--- src/lldp_tlv_extractor_top_defines.svh ---
// Assertion macros shared by the LLDP TLV extractor modules.
`ifndef LLDP_TLV_EXTRACTOR_TOP_DEFINES_SVH
`define LLDP_TLV_EXTRACTOR_TOP_DEFINES_SVH

`ifndef SYNTHESIS

`define LTE_ASSERT_IMPLIES(label, clk, rst_n, cond, prop) \
    label: assert property (@(posedge clk) disable iff (!(rst_n)) (cond) |-> (prop)) \
        else $error("assertion failed");

`define LTE_ASSERT_NEXT(label, clk, rst_n, cond, prop) \
    label: assert property (@(posedge clk) disable iff (!(rst_n)) (cond) |=> (prop)) \
        else $error("assertion failed");

`else

`define LTE_ASSERT_IMPLIES(label, clk, rst_n, cond, prop)

`define LTE_ASSERT_NEXT(label, clk, rst_n, cond, prop)

`endif

`endif

--- src/lte_pkg.sv ---
// Shared types and constants of the LLDP TLV extractor.
package lte_pkg;

    localparam logic [15:0] ETHERTYPE_RESET = 16'h88CC;
    localparam int QUEUE_DEPTH_DEFAULT = 4;

    localparam int TDATA_W = 96;
    localparam int TUSER_W = 3;

    typedef enum logic [2:0] {
        KIND_NAME_CLEAR = 3'd0,
        KIND_NAME_BYTE  = 3'd1,
        KIND_PORT_CLEAR = 3'd2,
        KIND_PORT_BYTE  = 3'd3,
        KIND_IPV4       = 3'd4,
        KIND_VLAN       = 3'd5,
        KIND_DONE       = 3'd6
    } kind_t;

    typedef struct packed {
        logic        has_tlv;
        kind_t       tlv_kind;
        logic [31:0] tlv_data;
        logic        has_done;
        logic [31:0] count;
        logic        was_lldp;
    } entry_t;

    typedef struct packed {
        logic full;
        logic empty;
    } queue_stat_t;

endpackage

--- src/lte_front.sv ---
// Front end: EtherType check, frame counting and the TLV walk for each byte.
`include "lldp_tlv_extractor_top_defines.svh"

module lte_front (
    input  logic               aclk,
    input  logic               aresetn,
    input  logic               cfg_wr_en,
    input  logic [15:0]        cfg_wr_data,
    input  logic               s_axis_tvalid,
    output logic               s_axis_tready,
    input  logic [7:0]         s_axis_tdata,
    input  logic               s_axis_tlast,
    input  lte_pkg::queue_stat_t q_stat,
    output logic               push,
    output lte_pkg::entry_t    push_entry
);

    typedef enum logic [3:0] {
        PH_HDR0 = 4'b0001,
        PH_HDR1 = 4'b0010,
        PH_BODY = 4'b0100,
        PH_STOP = 4'b1000
    } phase_t;

    localparam logic [3:0] POS_TYPE_HI = 4'd12;
    localparam logic [3:0] POS_TYPE_LO = 4'd13;
    localparam logic [3:0] POS_FIRST   = 4'd14;
    localparam logic [3:0] POS_PAST    = 4'd15;

    localparam logic [6:0] TLV_END       = 7'd0;
    localparam logic [6:0] TLV_PORT_ID   = 7'd2;
    localparam logic [6:0] TLV_SYS_NAME  = 7'd5;
    localparam logic [6:0] TLV_MGMT_ADDR = 7'd8;
    localparam logic [6:0] TLV_ORG       = 7'd127;

    localparam logic [8:0] OFF_MGMT_SUB  = 9'd1;
    localparam logic [8:0] OFF_GATHER_LO = 9'd2;
    localparam logic [8:0] OFF_ORG_SUB   = 9'd3;
    localparam logic [8:0] OFF_VLAN_HI   = 9'd4;
    localparam logic [8:0] OFF_FINAL     = 9'd5;
    localparam logic [7:0] SUBTYPE_ONE   = 8'd1;

    logic [15:0] ethertype_reg;
    logic [3:0]  hp_reg, hp_next;
    logic        tm_reg, tm_next;
    phase_t      phase_reg, phase_next;
    logic [6:0]  type_reg, type_next;
    logic [8:0]  len_reg, len_next;
    logic [8:0]  off_reg, off_next;
    logic [31:0] gather_reg, gather_next;
    logic        sub_reg, sub_next;
    logic [31:0] cnt_reg, cnt_next;

    logic        accept;
    logic        has_tlv;
    lte_pkg::kind_t tlv_kind;
    logic [31:0] tlv_data;
    logic [7:0]  b;

    assign s_axis_tready = !q_stat.full;
    assign accept = s_axis_tvalid && s_axis_tready;
    assign b = s_axis_tdata;

    always_comb begin
        hp_next     = hp_reg;
        tm_next     = tm_reg;
        phase_next  = phase_reg;
        type_next   = type_reg;
        len_next    = len_reg;
        off_next    = off_reg;
        gather_next = gather_reg;
        sub_next    = sub_reg;
        cnt_next    = cnt_reg;
        has_tlv     = 1'b0;
        tlv_kind    = lte_pkg::KIND_NAME_CLEAR;
        tlv_data    = 32'd0;

        if (hp_reg < POS_FIRST) begin
            if (hp_reg == POS_TYPE_HI) begin
                tm_next = (b == ethertype_reg[15:8]);
            end else if (hp_reg == POS_TYPE_LO) begin
                tm_next = tm_reg && (b == ethertype_reg[7:0]);
            end
            hp_next = hp_reg + 4'd1;
        end else begin
            if (hp_reg == POS_FIRST) begin
                if (tm_reg) begin
                    cnt_next = cnt_reg + 32'd1;
                end
                hp_next = POS_PAST;
            end
            if (tm_reg && phase_reg != PH_STOP) begin
                case (phase_reg)
                    PH_HDR0: begin
                        type_next  = b[7:1];
                        len_next   = {b[0], 8'd0};
                        phase_next = PH_HDR1;
                    end
                    PH_HDR1: begin
                        len_next = {len_reg[8], b};
                        if (type_reg == TLV_END) begin
                            phase_next = PH_STOP;
                        end else begin
                            off_next    = 9'd0;
                            gather_next = 32'd0;
                            sub_next    = 1'b0;
                            if (type_reg == TLV_SYS_NAME) begin
                                has_tlv  = 1'b1;
                                tlv_kind = lte_pkg::KIND_NAME_CLEAR;
                            end else if (type_reg == TLV_PORT_ID) begin
                                has_tlv  = 1'b1;
                                tlv_kind = lte_pkg::KIND_PORT_CLEAR;
                            end
                            phase_next = (len_next == 9'd0) ? PH_HDR0 : PH_BODY;
                        end
                    end
                    PH_BODY: begin
                        if (type_reg == TLV_SYS_NAME) begin
                            has_tlv  = 1'b1;
                            tlv_kind = lte_pkg::KIND_NAME_BYTE;
                            tlv_data = {24'd0, b};
                        end else if (type_reg == TLV_PORT_ID) begin
                            if (off_reg != 9'd0) begin
                                has_tlv  = 1'b1;
                                tlv_kind = lte_pkg::KIND_PORT_BYTE;
                                tlv_data = {24'd0, b};
                            end
                        end else if (type_reg == TLV_MGMT_ADDR) begin
                            if (off_reg == OFF_MGMT_SUB) begin
                                sub_next = (b == SUBTYPE_ONE);
                            end
                            if (off_reg inside {[OFF_GATHER_LO:OFF_FINAL]}) begin
                                gather_next = {gather_reg[23:0], b};
                            end
                            if (off_reg == OFF_FINAL && sub_reg) begin
                                has_tlv  = 1'b1;
                                tlv_kind = lte_pkg::KIND_IPV4;
                                tlv_data = gather_next;
                            end
                        end else if (type_reg == TLV_ORG) begin
                            if (off_reg == OFF_ORG_SUB) begin
                                sub_next = (b == SUBTYPE_ONE);
                            end
                            if (off_reg == OFF_VLAN_HI || off_reg == OFF_FINAL) begin
                                gather_next = {gather_reg[23:0], b};
                            end
                            if (off_reg == OFF_FINAL && sub_reg) begin
                                has_tlv  = 1'b1;
                                tlv_kind = lte_pkg::KIND_VLAN;
                                tlv_data = {16'd0, gather_next[15:0]};
                            end
                        end
                        off_next = off_reg + 9'd1;
                        if (off_next >= len_reg) begin
                            phase_next = PH_HDR0;
                        end
                    end
                    default: begin
                        phase_next = PH_STOP;
                    end
                endcase
            end
        end

        push_entry.has_tlv  = has_tlv;
        push_entry.tlv_kind = tlv_kind;
        push_entry.tlv_data = tlv_data;
        push_entry.has_done = s_axis_tlast;
        push_entry.count    = cnt_next;
        push_entry.was_lldp = tm_next && (hp_next == POS_PAST);

        if (s_axis_tlast) begin
            hp_next     = 4'd0;
            tm_next     = 1'b0;
            phase_next  = PH_HDR0;
            type_next   = 7'd0;
            len_next    = 9'd0;
            off_next    = 9'd0;
            gather_next = 32'd0;
            sub_next    = 1'b0;
        end
    end

    assign push = accept && (has_tlv || s_axis_tlast);

    always_ff @(posedge aclk) begin
        if (!aresetn) begin
            ethertype_reg <= lte_pkg::ETHERTYPE_RESET;
            hp_reg        <= 4'd0;
            tm_reg        <= 1'b0;
            phase_reg     <= PH_HDR0;
            type_reg      <= 7'd0;
            len_reg       <= 9'd0;
            off_reg       <= 9'd0;
            gather_reg    <= 32'd0;
            sub_reg       <= 1'b0;
            cnt_reg       <= 32'd0;
        end else begin
            if (cfg_wr_en) begin
                ethertype_reg <= cfg_wr_data;
            end
            if (accept) begin
                hp_reg     <= hp_next;
                tm_reg     <= tm_next;
                phase_reg  <= phase_next;
                type_reg   <= type_next;
                len_reg    <= len_next;
                off_reg    <= off_next;
                gather_reg <= gather_next;
                sub_reg    <= sub_next;
                cnt_reg    <= cnt_next;
            end
        end
    end

    `LTE_ASSERT_NEXT(a_frame_end_clears, aclk, aresetn, accept && s_axis_tlast, hp_reg == 4'd0)
    `LTE_ASSERT_IMPLIES(a_push_on_accept, aclk, aresetn, push, accept)

endmodule

--- src/lte_queue.sv ---
// Short result queue between the front end and the output stage.
`include "lldp_tlv_extractor_top_defines.svh"

module lte_queue #(
    parameter int DEPTH = lte_pkg::QUEUE_DEPTH_DEFAULT
) (
    input  logic                 aclk,
    input  logic                 aresetn,
    input  logic                 push,
    input  lte_pkg::entry_t      push_entry,
    input  logic                 pop,
    output lte_pkg::entry_t      head,
    output lte_pkg::queue_stat_t stat
);

    localparam int PW = (DEPTH > 1) ? $clog2(DEPTH) : 1;
    localparam int CW = $clog2(DEPTH + 1);
    localparam logic [CW-1:0] FULL_CNT = CW'(DEPTH);

    lte_pkg::entry_t slot_reg [DEPTH];
    lte_pkg::entry_t slot_next [DEPTH];
    logic [CW-1:0] count_reg, count_next;
    logic [PW-1:0] wr_idx;

    assign stat.full  = (count_reg == FULL_CNT);
    assign stat.empty = (count_reg == '0);
    assign head = slot_reg[0];

    always_comb begin
        slot_next  = slot_reg;
        count_next = count_reg;
        wr_idx     = PW'(count_reg);
        if (pop) begin
            for (int i = 0; i < DEPTH - 1; i++) begin
                slot_next[i] = slot_reg[i + 1];
            end
            wr_idx = PW'(count_reg - CW'(1));
        end
        if (push) begin
            slot_next[wr_idx] = push_entry;
        end
        if (push && !pop) begin
            count_next = count_reg + CW'(1);
        end else if (pop && !push) begin
            count_next = count_reg - CW'(1);
        end
    end

    always_ff @(posedge aclk) begin
        slot_reg <= slot_next;
    end

    always_ff @(posedge aclk) begin
        if (!aresetn) begin
            count_reg <= '0;
        end else begin
            count_reg <= count_next;
        end
    end

    `LTE_ASSERT_IMPLIES(a_count_bound, aclk, aresetn, 1'b1, count_reg <= FULL_CNT)
    `LTE_ASSERT_IMPLIES(a_pop_not_empty, aclk, aresetn, pop, !stat.empty)

endmodule

--- src/lte_back.sv ---
// Output stage: splits queue entries into result items on the master stream.
`include "lldp_tlv_extractor_top_defines.svh"

module lte_back (
    input  logic                         aclk,
    input  logic                         aresetn,
    input  lte_pkg::entry_t              head,
    input  lte_pkg::queue_stat_t         q_stat,
    output logic                         pop,
    output logic                         m_axis_tvalid,
    input  logic                         m_axis_tready,
    output logic [lte_pkg::TDATA_W-1:0]  m_axis_tdata,
    output logic [lte_pkg::TUSER_W-1:0]  m_axis_tuser,
    output logic                         m_axis_tlast
);

    logic        valid_reg, valid_next;
    logic        second_reg, second_next;
    logic [lte_pkg::TDATA_W-1:0] data_reg, data_next;
    lte_pkg::kind_t kind_reg, kind_next;
    logic        last_reg, last_next;
    logic        load;
    logic        emit_tlv;
    logic [7:0]  ch;
    logic [31:0] ip;
    logic [15:0] vl;

    assign load = !q_stat.empty && (!valid_reg || m_axis_tready);
    assign emit_tlv = head.has_tlv && !second_reg;

    always_comb begin
        ch = 8'd0;
        ip = 32'd0;
        vl = 16'd0;
        if (head.tlv_kind inside {lte_pkg::KIND_NAME_BYTE, lte_pkg::KIND_PORT_BYTE}) begin
            ch = head.tlv_data[7:0];
        end
        if (head.tlv_kind == lte_pkg::KIND_IPV4) begin
            ip = head.tlv_data;
        end
        if (head.tlv_kind == lte_pkg::KIND_VLAN) begin
            vl = head.tlv_data[15:0];
        end
    end

    always_comb begin
        valid_next  = valid_reg;
        second_next = second_reg;
        data_next   = data_reg;
        kind_next   = kind_reg;
        last_next   = last_reg;
        pop         = 1'b0;
        if (load) begin
            valid_next = 1'b1;
            if (emit_tlv) begin
                kind_next = head.tlv_kind;
                data_next = {7'd0, 1'b0, 32'd0, vl, ip, ch};
                last_next = !head.has_done;
                if (head.has_done) begin
                    second_next = 1'b1;
                end else begin
                    pop = 1'b1;
                end
            end else begin
                kind_next   = lte_pkg::KIND_DONE;
                data_next   = {7'd0, head.was_lldp, head.count, 16'd0, 32'd0, 8'd0};
                last_next   = 1'b1;
                second_next = 1'b0;
                pop         = 1'b1;
            end
        end else if (valid_reg && m_axis_tready) begin
            valid_next = 1'b0;
        end
    end

    always_ff @(posedge aclk) begin
        if (!aresetn) begin
            valid_reg  <= 1'b0;
            second_reg <= 1'b0;
        end else begin
            valid_reg  <= valid_next;
            second_reg <= second_next;
        end
    end

    always_ff @(posedge aclk) begin
        data_reg <= data_next;
        kind_reg <= kind_next;
        last_reg <= last_next;
    end

    assign m_axis_tvalid = valid_reg;
    assign m_axis_tdata  = data_reg;
    assign m_axis_tuser  = kind_reg;
    assign m_axis_tlast  = last_reg;

    `LTE_ASSERT_IMPLIES(a_done_is_last, aclk, aresetn, valid_reg && kind_reg == lte_pkg::KIND_DONE, last_reg)

endmodule

--- src/lldp_tlv_extractor_top.sv ---
// LLDP TLV extractor top level: byte stream in, result items out.
//
// Frame bytes are taken one per clock whenever the result queue has room.
// The front end checks the EtherType, counts LLDP frames and walks the
// TLVs; each byte that causes results puts one entry in a QUEUE_DEPTH-entry
// queue, and the output stage turns an entry into one or two result items
// at one item per clock while they are taken. A byte gives two items only
// when it both finishes a TLV result and ends the frame, so the input runs
// at one byte per clock as long as the output side takes items; the queue
// absorbs short stalls. Entries pass the queue and the output register.
// The EtherType register is written through cfg_wr_en and cfg_wr_data.

module lldp_tlv_extractor_top #(
    parameter int QUEUE_DEPTH = lte_pkg::QUEUE_DEPTH_DEFAULT
) (
    input  logic                         aclk,
    input  logic                         aresetn,
    input  logic                         cfg_wr_en,
    input  logic [15:0]                  cfg_wr_data,   // match_ethertype
    input  logic                         s_axis_tvalid,
    output logic                         s_axis_tready,
    input  logic [7:0]                   s_axis_tdata,  // frame_byte
    input  logic                         s_axis_tlast,  // frame_last
    output logic                         m_axis_tvalid,
    input  logic                         m_axis_tready,
    // char_byte[7:0], ipv4_addr[39:8], vlan_id[55:40], frame_count[87:56],
    // was_lldp[88], zero fill[95:89]
    output logic [lte_pkg::TDATA_W-1:0]  m_axis_tdata,
    output logic [lte_pkg::TUSER_W-1:0]  m_axis_tuser,  // kind
    output logic                         m_axis_tlast   // last_of_run
);

    lte_pkg::queue_stat_t q_stat;
    lte_pkg::entry_t      push_entry;
    lte_pkg::entry_t      head;
    logic                 push;
    logic                 pop;

    lte_front u_front (
        .aclk          (aclk),
        .aresetn       (aresetn),
        .cfg_wr_en     (cfg_wr_en),
        .cfg_wr_data   (cfg_wr_data),
        .s_axis_tvalid (s_axis_tvalid),
        .s_axis_tready (s_axis_tready),
        .s_axis_tdata  (s_axis_tdata),
        .s_axis_tlast  (s_axis_tlast),
        .q_stat        (q_stat),
        .push          (push),
        .push_entry    (push_entry)
    );

    lte_queue #(
        .DEPTH (QUEUE_DEPTH)
    ) u_queue (
        .aclk       (aclk),
        .aresetn    (aresetn),
        .push       (push),
        .push_entry (push_entry),
        .pop        (pop),
        .head       (head),
        .stat       (q_stat)
    );

    lte_back u_back (
        .aclk          (aclk),
        .aresetn       (aresetn),
        .head          (head),
        .q_stat        (q_stat),
        .pop           (pop),
        .m_axis_tvalid (m_axis_tvalid),
        .m_axis_tready (m_axis_tready),
        .m_axis_tdata  (m_axis_tdata),
        .m_axis_tuser  (m_axis_tuser),
        .m_axis_tlast  (m_axis_tlast)
    );

endmodule

--- config.mk ---
export PLATFORM = sky130hd
export DESIGN_NAME = lldp_tlv_extractor_top
export DESIGN_NICKNAME = d
export VERILOG_FILES = /design/src/lte_pkg.sv /design/src/lte_front.sv /design/src/lte_queue.sv /design/src/lte_back.sv /design/src/lldp_tlv_extractor_top.sv
export VERILOG_INCLUDE_DIRS = /design/src /design/src/src
export SDC_FILE = /design/constraint.sdc
export NUM_CORES = 1
export LEC_CHECK = 0
export BUFFER_PORTS_ARGS = -buffer_cell sky130_fd_sc_hd__buf_2
export CAP_MARGIN = 10
export CELL_PAD_IN_SITES_DETAIL_PLACEMENT = 1
export CELL_PAD_IN_SITES_GLOBAL_PLACEMENT = 1
export CORE_UTILIZATION = 53
export CTS_CLUSTER_DIAMETER = 120
export DETAILED_ROUTE_END_ITERATION = 12
export GPL_ROUTABILITY_DRIVEN = 0
export GPL_TIMING_DRIVEN = 0
export PLACE_DENSITY_LB_ADDON = 0.1
export SYNTH_ARGS = -nofsm -noshare
export SYNTH_HDL_FRONTEND = slang
export SYNTH_SLANG_ARGS = --single-unit
export TNS_END_PERCENT = 1
--- constraint.sdc ---
create_clock -name aclk -period 11.35 [get_ports aclk]
set_clock_uncertainty 0.05 [all_clocks]
set_input_delay 1.135 -clock aclk [delete_from_list [all_inputs] [get_ports aclk]]
set_output_delay 1.135 -clock aclk [all_outputs]
set_load 0.005 [all_outputs]
* Word-level counts from Yosys, hierarchy flattened *
Index checks and enable logic that the tools add are counted.

word-level totals
  output and inout port bits = 102
  memories = 0
  memory bits (writable) = 0
  logic and storage cells = 241
  bits in latches = 0
  ROM bits = 0
  register bits = 500
  input port bits = 30

cells by class
  multiply operators = 0
  add/sub/neg operators = 5
  reduce and logical (&&, ||, !) cells = 46
  shift-type cells = 0
  bitwise gates (word level) = 1
  divide/modulo/power cells = 0
  order comparisons = 6
  mux-type cells = 102
  eq/ne operators = 35

operators by type and width
  operator                                                          count
  32-bit 2-to-1 mux                                                 21
  280-bit bitwise mux                                               1
  280-bit 2-to-1 mux                                                1
  210-bit 2-to-1 mux                                                1
  70-bit demux with 2-bit select                                    1
  70-bit 2-to-1 mux                                                 1
  32-bit case mux with 2 select lines                               1
  9-bit 2-to-1 mux                                                  7
  3-bit 2-to-1 mux                                                  13
  9-bit case mux with 2 select lines                                2
  32-bit by 1-bit adder with 32-bit output (second input constant)  1
  1-bit 2-to-1 mux                                                  32
  4-bit 2-to-1 mux                                                  8
  7-bit 2-to-1 mux                                                  4
  9-bit by 3-bit == test with 1-bit output (second input constant)  2
  4-bit == test (second input constant)                             4
  8-bit == test                                                     2
  16-bit 2-to-1 mux                                                 1
  1-bit logical AND                                                 13
  4-bit by 2-bit != test with 1-bit output (second input constant)  3
  4-bit case mux with 3 select lines                                1
  4-bit AND reduction                                               3
  10-bit AND reduction                                              1
  5-bit AND reduction                                               2
  other kinds (43)                                                  69

* Logic depth before layout (Yosys ltp) *
  word-level depth = 16
  mapped depth = 14
  mapped depth without buffers = 13

* By module *
A second synthesis with hierarchy kept.

second synthesis, totals
  cell total of the unflattened synthesis = 1871
  area total of the unflattened synthesis = 22505.3 um^2

modules (own cells, without submodules)
  module     area each (um^2)  seq. area each (um^2)  cells an instance  times used
  lte_queue  12192.9           6366.1                 849                1
  lte_front  6647.6            2302.2                 801                1
  lte_back   3664.8            2832.7                 221                1

* Worst setup path after synthesis *
OpenSTA, ideal clock, no wires.

  path kind = register -> register
  start point = reg u_front.off_reg[8]
  end point = reg (tool-made name)
  data required time = 10.716 ns
  buffers on the path = 1
  clock period less this slack = 7.246 ns
  arrival time = 6.612 ns
  path slack = 4.104 ns
  stages on the path, launching flop included = 8
  path through = dfxtp_1 > or4_4 > nor4_2 > o21ai_1 > a21oi_2 > buf_2 > nor3_1 > nor3_1

RTL lines
  item                    line              source
  start, declared         lte_front.sv:49   logic [8:0] off_reg, off_next;
  start signal, assigned  lte_front.sv:208  off_reg <= off_next;

==> key figures <==
Routing
  – Total vias in the final route: approximately 15000
  – Routed WL per cell: about 22 µm
  – Count of routing violations after the opening detailed-route iteration: about 740
  – Drc violations: 0
  – Number of nets still failing antenna checks after routing: 0
  – Ratio of routed vias to standard cells: 5.67
  – First-pass iteration count of the detailed router: 6
  – Detailed-route wire length: 57100 µm

Clocking
  – Number of buffers inserted during clock tree synthesis: 50
  – Setup fix buffers added after clock tree synthesis: 0
  – Post-CTS Hold Buffers: 0
  – H-tree depth: 2
  – Clock sink count: 493
  – Post-cts sizing count: 0
  – Max Root-Sink Buffers: 3
  – Root buf cell: sky130_fd_sc_hd__clkbuf_16
  – Clock tree from TritonCTS: yes
  – Clock latency at the later pin of the worst-skew pair: 0.58 ns
  – Clock-pin slew reported for the worst setup and hold paths after clock tree synthesis: approximately 0.06 ns

Worst setup path
  – Critical Path Max Stage Delay: 0.57 ns
  – Buffers plus inverters on the worst setup path: 5
  – Worst Path Max Fanout: 11
  – Crit-path most repeated cell: sky130_fd_sc_hd__buf_6
  – Slowest cell on the critical path: sky130_fd_sc_hd__or4_4
  – Number of logic stages on the critical path including buffering: 11
  – Top delay family on crit path: simple AND/OR/NAND/NOR gates
  – Slack of the worst reg-to-reg path: 7.58 ns
  – Required time of the worst setup path: 11.59 ns
  – Ordered cell list for the critical path: or4_4, nor4_2, o21ai_1, a21oi_2, buf_2, nor3_1, nor3_2, buf_6, buf_8, buf_6, buf_6
  – RR Startpoint: u_front.off_reg[3]$_SDFFE_PN0P_
  – Path type of the worst setup path: reg -> reg
  – Critical Path Start Type: register
  – Worst r2r path cells: 11
  – CP endpoint kind: register
  – Crit path arrival time: roughly 4 ns

Synthesis
  – Cell count after synthesis: 1859
  – Count of synthesis-stage warnings from yosys: 0
  – Share of flip-flops with an asynchronous set or reset after synthesis: 0%
  – Number of enable flip-flop cells after synthesis: 163
  – Cell area after synthesis: 21400 µm²
  – Share of the yosys chip area belonging to registers: 53.7%
  – Number of distinct library cells after synthesis: 64
  – Post-Synthesis Mean Instance Area: 11.5 µm²
  – Predominant post-synthesis flop cell: sky130_fd_sc_hd__dfxtp_1
  – Number of synthesized register bits: slightly below 500

Floorplan
  – Horizontal die dimension: about 200 µm
  – Die Height: 203 µm
  – Top-level I/O count: ~130
  – Area of the core: around 40000 µm²
  – Area of the die: 41200 µm²
  – Row count: 73
  – Initial core utilization: 53.8%

Finish
  – Layout cells sized above 1: 13.4%
  – Final non-filler cell area: 24400 µm²
  – Filler cell count in the final layout: 4154
  – Layout overhead on the synthesized area: 14.0%
  – Final antenna diode count: 0
  – Final design utilization: 61.3%
  – Post-route insts no fill: 2609
  – Net total in the final layout: 2095

Power
  – Power consumption: 6.57 mW
  – Power per cell area: 269 nW/µm²
  – Leak Pwr: 9.69 nW
  – Maximum vdd drop: 0.000136 V

Placement
  – Count of input and output buffers: 115
  – Worst slack, placed: 7.38 ns
  – Number of cells after detailed placement: between 2000 and 3000
  – Instance area at placement: 22900 µm²
  – Detailed Place HPWL: 39500 µm

Hold path
  – Startpoint of the worst hold path: u_front.sub_reg$_SDFFE_PN0P_
  – Hold path cells: 2
  – Worst hold path class: reg -> reg
  – Worst Hold End: u_front.sub_reg$_SDFFE_PN0P_

Timing
  – Relative slew slack: 12.8%
  – Final critical path time including I/O delays and setup: around 3.8 ns
  – Unrepaired setup endpoints after global routing: no
  – Post-Route Setup TNS: 0 ns
  – Hold violation total from the final report: 0
  – Max Freq: 265 MHz
  – Worst slew pin tran: 1.30 ns
  – Final period utilization: 33.2%
  – Setup ws final: 7.58 ns
  – Setup violation total in the final timing report: 0
  – Tightest hold margin: 0.416 ns
  – Final Max Tran Viols: 0

Status
  – Run status: complete, no violations

Global route
  – Maximum number of pins on one net before global-route repair: 36
  – Total track usage: 27.8%
  – Wire length of the first global-routing pass: 88900 µm
  – Remaining global-route overflow: 0
  – Initial antenna violation count: 1
  – Via count of the first global-routing pass: 15774

Job
  – Max-Cap Viols: 0
placed cells by master, fill, tap and decap left out, drive strengths merged, types with 9 or more instances in the layout:
cell type / synthesis / routed
a21oi: 37 / 37
a22o: 34 / 34
a31oi: 9 / 9
and2: 92 / 92
and3: 15 / 15
buf: 50 / 176
clkbuf: 69 / 142
clkinv: 0 / 17
dfxtp: 330 / 330
edfxtp: 163 / 163
ha: 22 / 22
inv: 97 / 98
mux2i: 456 / 456
nand2: 52 / 52
nand2b: 11 / 11
nand3: 37 / 37
nand3b: 11 / 11
nand4: 20 / 20
nor2: 103 / 103
nor3: 29 / 29
o21ai: 39 / 39
or2: 17 / 17
xnor2: 42 / 42
xor2: 39 / 39
cells in the mapped netlist (all sizes together), types with 2 or more instances:
cell type  instances  area (µm²)
a211oi             3        22.5
a21boi             8        60.1
nor2b              5        31.3
nand2             52         195
or4                8        63.8
a21o               5        37.5
o311a              3        30.0
a22oi              8        60.1
o31ai              4        30.0
clkbuf            69         259
nand3             37         185
and4               5        43.8
edfxtp           163        4890
xor2              39         342
and2              92         576
mux2i            456        4560
dfxtp            330        6610
a22o              34         298
or3                8        50.1
nand2b            11        68.8
or2               17         106
a21oi             37         193
inv               97         364
nor4               7        56.3
xnor2             42         368
nor3              29         166
a31oi              9        62.6
o21ai             39         195
nor4b              4        47.6
mux2               2        26.3
and3              15        93.8
ha                22         275
nand4             20         125
nand3b            11        82.6
or4b               2        20.0
buf               50         327
nor2             103         387
cell families (layout without fill, tap and decap cells):
logic type,after synthesis,in the layout,share of synthesized area [%]
flip-flops,493,493,53.7
multiplexers,458,458,21.4
AND/OR/NAND/NOR,430,430,10.9
buffers and inverters,216,435,4.43
AO/OA/AOI/OAI,158,158,4.97
XOR/XNOR,81,81,3.31
adder cells (fa/ha/maj),22,22,1.28
other,1,7,0.0175
worst register-to-register path, delay by kind of cell, from the launching register on:
family | cells | cell delay (ns)
DFF | 1 | 0.37
and+or+nand+nor | 4 | 1.52
buffers and inverters | 5 | 1.11
AOI/OAI and AO/OA | 2 | 0.44
layout make-up:
cell class	count	area (µm²)	share of cell area, %
clock buffers	73	1450	5.93
plain buffers	119	586	2.40
multi-input cells	1156	9010	36.9
repair buffers	126	733	3.00
inverters	97	364	1.49
well taps	525	657	2.69
flip-flops and latches	493	11500	47.1
clock inverters	20	120	0.492
per-layer routing:
layer,wire [µm],track usage (%),share of wire (%)
met2,27600,46.9,48
met5,0,0,0
met4,1470,9.40,2.6
met3,2220,3.58,3.9
met1,25800,36.9,45
where the power goes:
group	switching, mW	leakage [nW]	internal [mW]
registers	0.291	4.33	2.51
clock network	0.687	0.773	0.905
logic	1.22	4.59	0.958
total	2.20	9.69	4.37
worst max path at each step:
stage,from,slack [ns],to
3_3_place_gp,s_axis_tlast,-0.65,register
4_1_cts,u_front.off_reg[3]$_SDFFE_PN0P_,7.61,register
5_1_grt,u_front.off_reg[3]$_SDFFE_PN0P_,7.42,register
3_5_place_dp,s_axis_tlast,7.38,register
6_report,u_front.off_reg[3]$_SDFFE_PN0P_,7.58,register
2_1_floorplan,u_front.off_reg[8]$_SDFFE_PN0P_,4.10,register
(Power assumes the default switching activity.)
